File: config.mk
export PLATFORM = sky130hd
export DESIGN_NAME = power_key_press_duration_detector
export DESIGN_NICKNAME = d
export VERILOG_FILES = /design/src/hdl/pkpd_pkg.sv /design/src/hdl/power_key_press_duration_detector.sv
export SDC_FILE = /design/constraint.sdc
export NUM_CORES = 1
export LEC_CHECK = 0
export BUFFER_PORTS_ARGS = -buffer_cell sky130_fd_sc_hd__buf_4
export CAP_MARGIN = 15
export CORE_UTILIZATION = 49
export DETAILED_ROUTE_END_ITERATION = 16
export MAX_ROUTING_LAYER = met4
export PLACE_DENSITY = 0.81
export SYNTH_ARGS = -nofsm -noshare
export SYNTH_HDL_FRONTEND = slang
export SYNTH_SLANG_ARGS = --single-unit
File: constraint.sdc
create_clock -name clk_i -period 2.4 [get_ports clk_i]
set_clock_uncertainty 0.1 [all_clocks]
set_input_delay 0.12 -clock clk_i [delete_from_list [all_inputs] [get_ports clk_i]]
set_output_delay 0.12 -clock clk_i [all_outputs]
set_load 0.03 [all_outputs]
File: src/hdl/pkpd_pkg.sv
// Types and constants of the power key press duration detector.
package pkpd_pkg;

  localparam int unsigned CntW = 9;
  localparam int unsigned ModeW = 3;
  localparam int unsigned AddrW = 3;
  localparam int unsigned DataW = 32;

  localparam logic [CntW-1:0] CntMax = 9'd500;
  localparam logic [CntW-1:0] ShortReset = 9'd100;
  localparam logic [CntW-1:0] LongReset = 9'd300;

  localparam logic [ModeW-1:0] ScanStandby = 3'd0;
  localparam logic [ModeW-1:0] ScanRun2 = 3'd2;
  localparam logic [ModeW-1:0] ScanRun3 = 3'd3;
  localparam logic [ModeW-1:0] ScanForce = 3'd5;

  localparam logic [ModeW-1:0] ModeOn = 3'd1;
  localparam logic [ModeW-1:0] ModeAskOff = 3'd4;
  localparam logic [ModeW-1:0] ModeOff = 3'd6;

  typedef enum logic {
    REG_SHORT = 1'b0,
    REG_LONG  = 1'b1
  } reg_idx_e;

  typedef struct packed {
    logic [ModeW-1:0] scan_mode;
    logic [ModeW-1:0] current_work_mode;
    logic             power_key_down;
    logic             remote_on_down;
    logic             remote_off_down;
  } in_req_t;

  typedef struct packed {
    logic             mode_write;
    logic [ModeW-1:0] next_work_mode;
    logic             save_mode_write;
    logic [ModeW-1:0] saved_mode;
    logic             ask_shutdown_pulse;
  } out_req_t;

endpackage

File: src/hdl/power_key_press_duration_detector.sv
// Top level: press duration counters and work mode request logic.
//
//   channel | direction | handshake        | payload
//   in      | input     | in_valid/ready   | pkpd_pkg::in_req_t
//   out     | output    | out_valid/ready  | pkpd_pkg::out_req_t
//   cfg     | input     | APB psel/penable | short/long thresholds
//
// One request per cycle unless the output stalls; registers: input, then result.
// The compare and saturating increment of each counter sit between the two registers.
// Reset clears counters, valid flags and sets thresholds to 100 and 300.
// A stalled output holds the result; the input register still takes one more request.
module power_key_press_duration_detector (
  input  logic                          clk_i,
  input  logic                          rst_ni,
  input  logic                          in_valid_i,
  output logic                          in_ready_o,
  input  pkpd_pkg::in_req_t             in_data_i,
  output logic                          out_valid_o,
  input  logic                          out_ready_i,
  output pkpd_pkg::out_req_t            out_data_o,
  input  logic                          psel,
  input  logic                          penable,
  input  logic                          pwrite,
  input  logic [pkpd_pkg::AddrW-1:0]    paddr,
  input  logic [pkpd_pkg::DataW-1:0]    pwdata,
  output logic [pkpd_pkg::DataW-1:0]    prdata,
  output logic                          pready
);

  logic [pkpd_pkg::CntW-1:0] short_q, long_q;
  logic [pkpd_pkg::CntW-1:0] pwr_cnt_q, pwr_cnt_d;
  logic [pkpd_pkg::CntW-1:0] ron_cnt_q, ron_cnt_d;
  logic [pkpd_pkg::CntW-1:0] roff_cnt_q, roff_cnt_d;
  logic                      in_valid_q;
  pkpd_pkg::in_req_t         in_q;
  logic                      out_valid_q;
  pkpd_pkg::out_req_t        out_q, out_d;
  logic                      advance;
  pkpd_pkg::reg_idx_e        reg_idx;

  assign pready  = 1'b1;
  assign reg_idx = pkpd_pkg::reg_idx_e'(paddr[2]);

  always_comb begin
    prdata = '0;
    unique case (reg_idx)
      pkpd_pkg::REG_SHORT: prdata = {{(pkpd_pkg::DataW-pkpd_pkg::CntW){1'b0}}, short_q};
      pkpd_pkg::REG_LONG:  prdata = {{(pkpd_pkg::DataW-pkpd_pkg::CntW){1'b0}}, long_q};
      default:             prdata = '0;
    endcase
  end

  always_ff @(posedge clk_i or negedge rst_ni) begin
    if (!rst_ni) begin
      short_q <= pkpd_pkg::ShortReset;
      long_q  <= pkpd_pkg::LongReset;
    end else if (psel && penable && pwrite) begin
      unique case (reg_idx)
        pkpd_pkg::REG_SHORT: short_q <= pwdata[pkpd_pkg::CntW-1:0];
        pkpd_pkg::REG_LONG:  long_q  <= pwdata[pkpd_pkg::CntW-1:0];
        default: ;
      endcase
    end
  end

  assign advance     = in_valid_q && (!out_valid_q || out_ready_i);
  assign in_ready_o  = !in_valid_q || advance;
  assign out_valid_o = out_valid_q;
  assign out_data_o  = out_q;

  // saturating count while held, clear on release
  function automatic logic [pkpd_pkg::CntW-1:0] cnt_next(logic [pkpd_pkg::CntW-1:0] cnt,
                                                         logic down);
    logic [pkpd_pkg::CntW-1:0] res;
    if (!down) begin
      res = '0;
    end else if (cnt < pkpd_pkg::CntMax) begin
      res = cnt + 1'b1;
    end else begin
      res = pkpd_pkg::CntMax;
    end
    return res;
  endfunction

  always_comb begin
    logic                       pwr_fire_s, ron_fire_s, pwr_fire_l, roff_fire_l;
    logic [pkpd_pkg::ModeW-1:0] mode;
    pwr_fire_s  = !in_q.power_key_down && (pwr_cnt_q > short_q);
    ron_fire_s  = !in_q.remote_on_down && (ron_cnt_q > short_q);
    pwr_fire_l  = !in_q.power_key_down && (pwr_cnt_q > long_q);
    roff_fire_l = !in_q.remote_off_down && (roff_cnt_q > long_q);
    mode        = in_q.current_work_mode;
    pwr_cnt_d   = pwr_cnt_q;
    ron_cnt_d   = ron_cnt_q;
    roff_cnt_d  = roff_cnt_q;
    out_d       = '0;
    case (in_q.scan_mode)
      pkpd_pkg::ScanStandby: begin
        pwr_cnt_d = cnt_next(pwr_cnt_q, in_q.power_key_down);
        ron_cnt_d = cnt_next(ron_cnt_q, in_q.remote_on_down);
        if (pwr_fire_s || ron_fire_s) begin
          mode             = pkpd_pkg::ModeOn;
          out_d.mode_write = 1'b1;
        end
      end
      pkpd_pkg::ScanRun2, pkpd_pkg::ScanRun3: begin
        pwr_cnt_d  = cnt_next(pwr_cnt_q, in_q.power_key_down);
        roff_cnt_d = cnt_next(roff_cnt_q, in_q.remote_off_down);
        if (pwr_fire_l) begin
          mode             = pkpd_pkg::ModeOff;
          out_d.mode_write = 1'b1;
        end
        if (roff_fire_l) begin
          out_d.saved_mode         = mode;
          out_d.save_mode_write    = 1'b1;
          out_d.ask_shutdown_pulse = 1'b1;
          mode                     = pkpd_pkg::ModeAskOff;
          out_d.mode_write         = 1'b1;
        end
      end
      pkpd_pkg::ScanForce: begin
        pwr_cnt_d = cnt_next(pwr_cnt_q, in_q.power_key_down);
        if (pwr_fire_l) begin
          mode             = pkpd_pkg::ModeOff;
          out_d.mode_write = 1'b1;
        end
      end
      default: ;
    endcase
    out_d.next_work_mode = mode;
  end

  always_ff @(posedge clk_i or negedge rst_ni) begin
    if (!rst_ni) begin
      in_valid_q  <= 1'b0;
      out_valid_q <= 1'b0;
      pwr_cnt_q   <= '0;
      ron_cnt_q   <= '0;
      roff_cnt_q  <= '0;
    end else begin
      if (in_ready_o) begin
        in_valid_q <= in_valid_i;
      end
      if (advance) begin
        out_valid_q <= 1'b1;
        pwr_cnt_q   <= pwr_cnt_d;
        ron_cnt_q   <= ron_cnt_d;
        roff_cnt_q  <= roff_cnt_d;
      end else if (out_ready_i) begin
        out_valid_q <= 1'b0;
      end
    end
  end

  always_ff @(posedge clk_i) begin
    if (in_valid_i && in_ready_o) begin
      in_q <= in_data_i;
    end
    if (advance) begin
      out_q <= out_d;
    end
  end

endmodule

Yosys cells after proc, flatten, opt, wreduce, memory -nomap -nowiden
Cells that the tools add are included.
{ "totals": {"ff_bits": 65, "input_bits": 51, "output_inout_bits": 44, "wordCells": 75} }
{ "op_classes": {"n_addsub": 3, "n_lt_le_gt_ge": 7, "n_eq_ne": 3, "n_mux": 18, "bitwise": 1, "reduce_logical": 26} }
{ "ops": {"columns": ["op", "count"], "rows": [
  ["32-bit one-hot mux with 2 select lines", 1],
  ["9-bit 2-to-1 mux", 6],
  ["9-bit greater-than comparator", 4],
  ["9-bit by 1-bit adder with 9-bit output (second input constant)", 3],
  ["9-bit < comparator (second input constant)", 3],
  ["2-bit AND reduction", 6],
  ["3-bit 2-to-1 mux", 3],
  ["3-bit one-hot mux with 3 select lines", 1],
  ["1-bit logical AND", 8],
  ["3-bit by 2-bit == test with 1-bit output (second input constant)", 2],
  ["1-bit logical NOT", 5],
  ["1-bit 2-to-1 mux", 5],
  ["5-bit 2-to-1 mux", 1],
  ["4-bit OR reduction", 1],
  ["3-bit == test (second input constant)", 1],
  ["3-bit logical NOT", 1],
  ["1-bit logical OR", 3],
  ["1-bit one-hot mux with 3 select lines", 1],
  ["2-bit nonzero test", 1],
  ["2-bit OR reduction", 1],
  ["1-bit inverter", 1]
]} }

Longest topological paths before layout
{ "depth": {"depth_word": 5, "ltp_mapped": 8} }

Worst setup path after synthesis
OpenSTA, ideal clock, no wires.
{ "synth_timing": {"path_kind": "register -> register", "start": "reg long_q[3] (netlist name)", "end": "reg out_q, in the netlist out_data_o[1], data pin", "arrival_time_ns": 1.865, "required_time_ns": 2.045, "setup_slack_ns": 0.180, "path_stages_with_launch": 9, "cell_sequence": "dfstp_2 -> inv_1 -> ha_1 -> and4_4 -> and3b_4 -> a2111o_1 -> nand3_2 -> inv_2 -> and3_1"} }
{ "synth_between": {"elab_chain_cells": 3, "elab_cells_between_ends": 6} }
{ "synth_lines": {"columns": ["item", "line_no", "rtl"], "rows": [
  ["from (decl)", "power_key_press_duration_detector.sv:30", "logic [pkpd_pkg::CntW-1:0] short_q, long_q;"],
  ["from (signal assigned)", "power_key_press_duration_detector.sv:56", "long_q <= pkpd_pkg::LongReset;"],
  ["from (signal assigned)", "power_key_press_duration_detector.sv:60", "pkpd_pkg::REG_LONG: long_q <= pwdata[pkpd_pkg::CntW-1:0];"],
  ["9-bit greater-than comparator (on tied branches)", "power_key_press_duration_detector.sv:90, power_key_press_duration_detector.sv:91", null],
  ["1-bit logical AND (on tied branches)", "power_key_press_duration_detector.sv:90, power_key_press_duration_detector.sv:91", null],
  ["3-bit 2-to-1 mux / 2-bit AND reduction (equally long branches)", null, null],
  ["to (signal assigned)", "power_key_press_duration_detector.sv:160", "out_q <= out_d;"],
  ["to (decl)", "power_key_press_duration_detector.sv:37", "pkpd_pkg::out_req_t out_q, out_d;"]
]} }
Several ways; a longest one is shown, not always the timed one.
A chain may end at the register's enable or synchronous reset.

==> reports/qor.csv <==
metric;value;unit
final_antenna_net_count;0;
critical_path.startpoint;short_q[2];
timing_worst_setup_path_type;reg -> reg;
max_capacitance_violation_total;0;
crit_path_start_kind;flop;
status;finished clean;
dominant_combinational_cell_family_by_area_after_synthesis;simple AND/OR/NAND/NOR gates;
cts.root.buffer_cell;clkbuf_8;
p_switching;1150;µW
final_core_utilization;62.0;%
drt_first_pass_iters;6;
r2r_start;short_q[2];
portBuffers;45;
synth_sequential_area_ratio;41.6;%
overall_global_routing_usage;23.9;%
synth-async-reset-ratio;73.4;%
arrival_worst_endpoint;2.34;ns
worst-slew-pin-transition;0.625;ns
hpwl;6670;µm
synth-edff-count;17;
post_drt_via_cell_ratio;5.74;
rows;32;
post_synth_and_or_nand_nor_area_fraction;16.3;%
power.static_leakage;0.00220;µW
largest_net_degree_at_the_start_of_global_routing;48;
die_height;93.2;µm
io_pins;95;
htree_levels;3;
tritoncts_clock_tree;built;
postSynthCellCount;420;
path_max_fanout;4;
adder_and_majority_cell_fraction_of_the_synthesized_area;12.0;%
wire_per_inst;16.0;µm
min-delay-path-class;in -> async;
synthXorXnorAreaFrac;0;%
post_synth_main_area_contributors;dfrtp_1 (25%), edfxtp_1 (13%), ha_1 (12%), mux2_2 (5.3%), buf_4 (5.0%);
drt-initial-drc-count;193;
synth_area_in_compound_gates;16.0;%
clockPowerShare;27.5;%
comb_power_share;29.8;%
p_sw_share;34.4;%
initial_utilization;51.7;%
critical_path.reg2reg.endpoint;out_data_o[5];
muxShareOfSynthArea;5.25;%
worst-r2r-setup-slack;0.06;ns
synth.largest_area_cell;dfrtp_1;
worst_ir_drop_vdd;0.385;mV
power.internal;2190;µW
synth_seq_cells;64;
min_period_over_period;97.4;%
cts_inserted_buffers;9;
cts.reportedPaths.clkPinSlew;0.07;ns
p_per_area;682;nW/µm²
setup.worst_path.end_class;flop;
synth_largest_type_area_fraction;24.6;%
synth.lib_cells_used.distinct;61;
fp.dieArea;8690;µm²
nets;578;
coreArea;7890;µm²
grt_overflow;0;
finalHoldViolCount;0;
max_freq;428;MHz
numClockSinks;64;
yosys.cell_count.top_type;nand2_1;
synth_common_cells;nand2_1 (42), dfrtp_1 (40), ha_1 (39), a21oi_1 (34), inv_1 (28);
finalSetupViolations;0;
drt_wl_total;9530;µm
final-max-slew-violation-count;0;
finalWorstPathRequiredPeriod;2.34;ns
synth_warnings;0;
clock_path_buffers;2;
remaining_drc_errors;0;
grt_antenna_before_repair;1;
area.growth.synth_to_final;20.1;%
worstSkewPairLatency;0.35;ns
worst_r2r_path_depth;7;
via_count_of_the_first_global_routing_pass;3302;
holdWs;0.222;ns
synth_flop_type;dfrtp_1;
required;2.40;ns
dr_total_vias;3420;
synth_area_per_inst;9.70;µm²
post_synth_instance_area;4080;µm²
maxSlewHeadroom;58.3;%
drive_above_1_share;23.5;%
die_width;93.2;µm
seq_power_share;42.7;%
place.gp.congestion;0.870;
grt_first_pass_wirelength;15400;µm
## power by group through the flow
stage / clock [µW] / sequential, µW / combinational [µW]
floorplan: 0 / 1420 / 654
global placement: 0 / 1430 / 856
detailed placement: 0 / 1440 / 913
CTS: 930 / 1420 / 946
global route: 989 / 1450 / 1100
finish: 918 / 1430 / 997
## worst max-delay path, cell delays in order (launching register included)
cell,delay [ns]
dfstp_2,0.53
inv_1,0.07
ha_1,0.32
a21oi_1,0.17
o21ai_1,0.11
a2111oi_2,0.35
o32ai_2,0.19
a31o_2,0.25
## routing by layer
metal	vias up	track usage, %	part of all wire, %
met5	-	-	0
met1	1654	27.7	41
met3	30	5.69	4.6
li1	1618	-	-
met4	0	12.1	3.6
met2	118	38.7	50
## cell type report
type	instances	area (µm²)
clock inverter	3	42.5
tap	102	128
clock buffer	13	149
multi-input combinational	314	2190
antenna	1	2.50
inverter	30	113
timing repair buffer	69	573
fill	612	2990
sequential	64	1700
## worst max-delay path by stage
stage | end
after floorplan | out_data_o[1]
after global placement | out_data_o[5]
after detailed placement | out_data_o[7]
after CTS | out_data_o[7]
after global routing | out_data_o[5]
final | out_data_o[5]
## state kept, by name, summed over array words and instances (netlist names)
| register | count |
|---|---|
| in_q | 9 |
| long_q | 9 |
| pwr_cnt_q | 9 |
| roff_cnt_q | 9 |
| ron_cnt_q | 9 |
| short_q | 9 |
| out_data_o | 8 |
| in_valid_q | 1 |
| out_valid_o | 1 |
## metrics by stage
step / cell area [µm²] / worst slack, ns / TNS [ns] / cells / total power [µW]
floorplan: 4160 / 0.180 / 0 / 442 / 2070
global placement: 4390 / 0.0369 / 0 / 556 / 2290
detailed placement: 4390 / 0.00696 / 0 / 556 / 2360
CTS: 4800 / -0.0240 / -0.0408 / 594 / 3300
global route: 4890 / -0.0780 / -0.199 / 596 / 3540
finish: 4890 / 0.0627 / 0 / 596 / 3340
## repair_timing
item,in CTS,in global routing
pin swaps,0,7
resized for setup,0,14
hold buffers,22,0
endpoints found under the setup margin,2,5
endpoints found under the hold margin,69,0
setup buffers,0,1
## cells by family after synthesis
family	Yosys count
other cells	2
flops	64
compound gates	105
simple gates	127
buf+inv	64
mux	19
fa+ha+maj	39
## placed cells by master (no fill, tap or decap), types with 4 or more instances in the layout
cell | synthesis | final
ha_1 | 39 | 35
nor3_1 | 8 | 7
o21ai_1 | 9 | 8
a21oi_1 | 34 | 34
ha_4 | 0 | 4
o21a_1 | 4 | 4
nor2_1 | 21 | 21
o21ai_0 | 24 | 24
nand4_1 | 10 | 10
dfstp_2 | 7 | 7
dlygate4sd3_1 | 0 | 22
nand2b_1 | 7 | 7
nand2_1 | 42 | 42
inv_1 | 28 | 26
nand3_1 | 13 | 13
conb_1 | 2 | 24
o31ai_1 | 5 | 5
a41oi_1 | 4 | 4
clkbuf_8 | 0 | 10
dfrtp_1 | 40 | 40
edfxtp_1 | 17 | 17
buf_4 | 27 | 47
mux2_2 | 19 | 19
inv_2 | 2 | 4
Note: power is estimated with default switching activity, not from simulation.
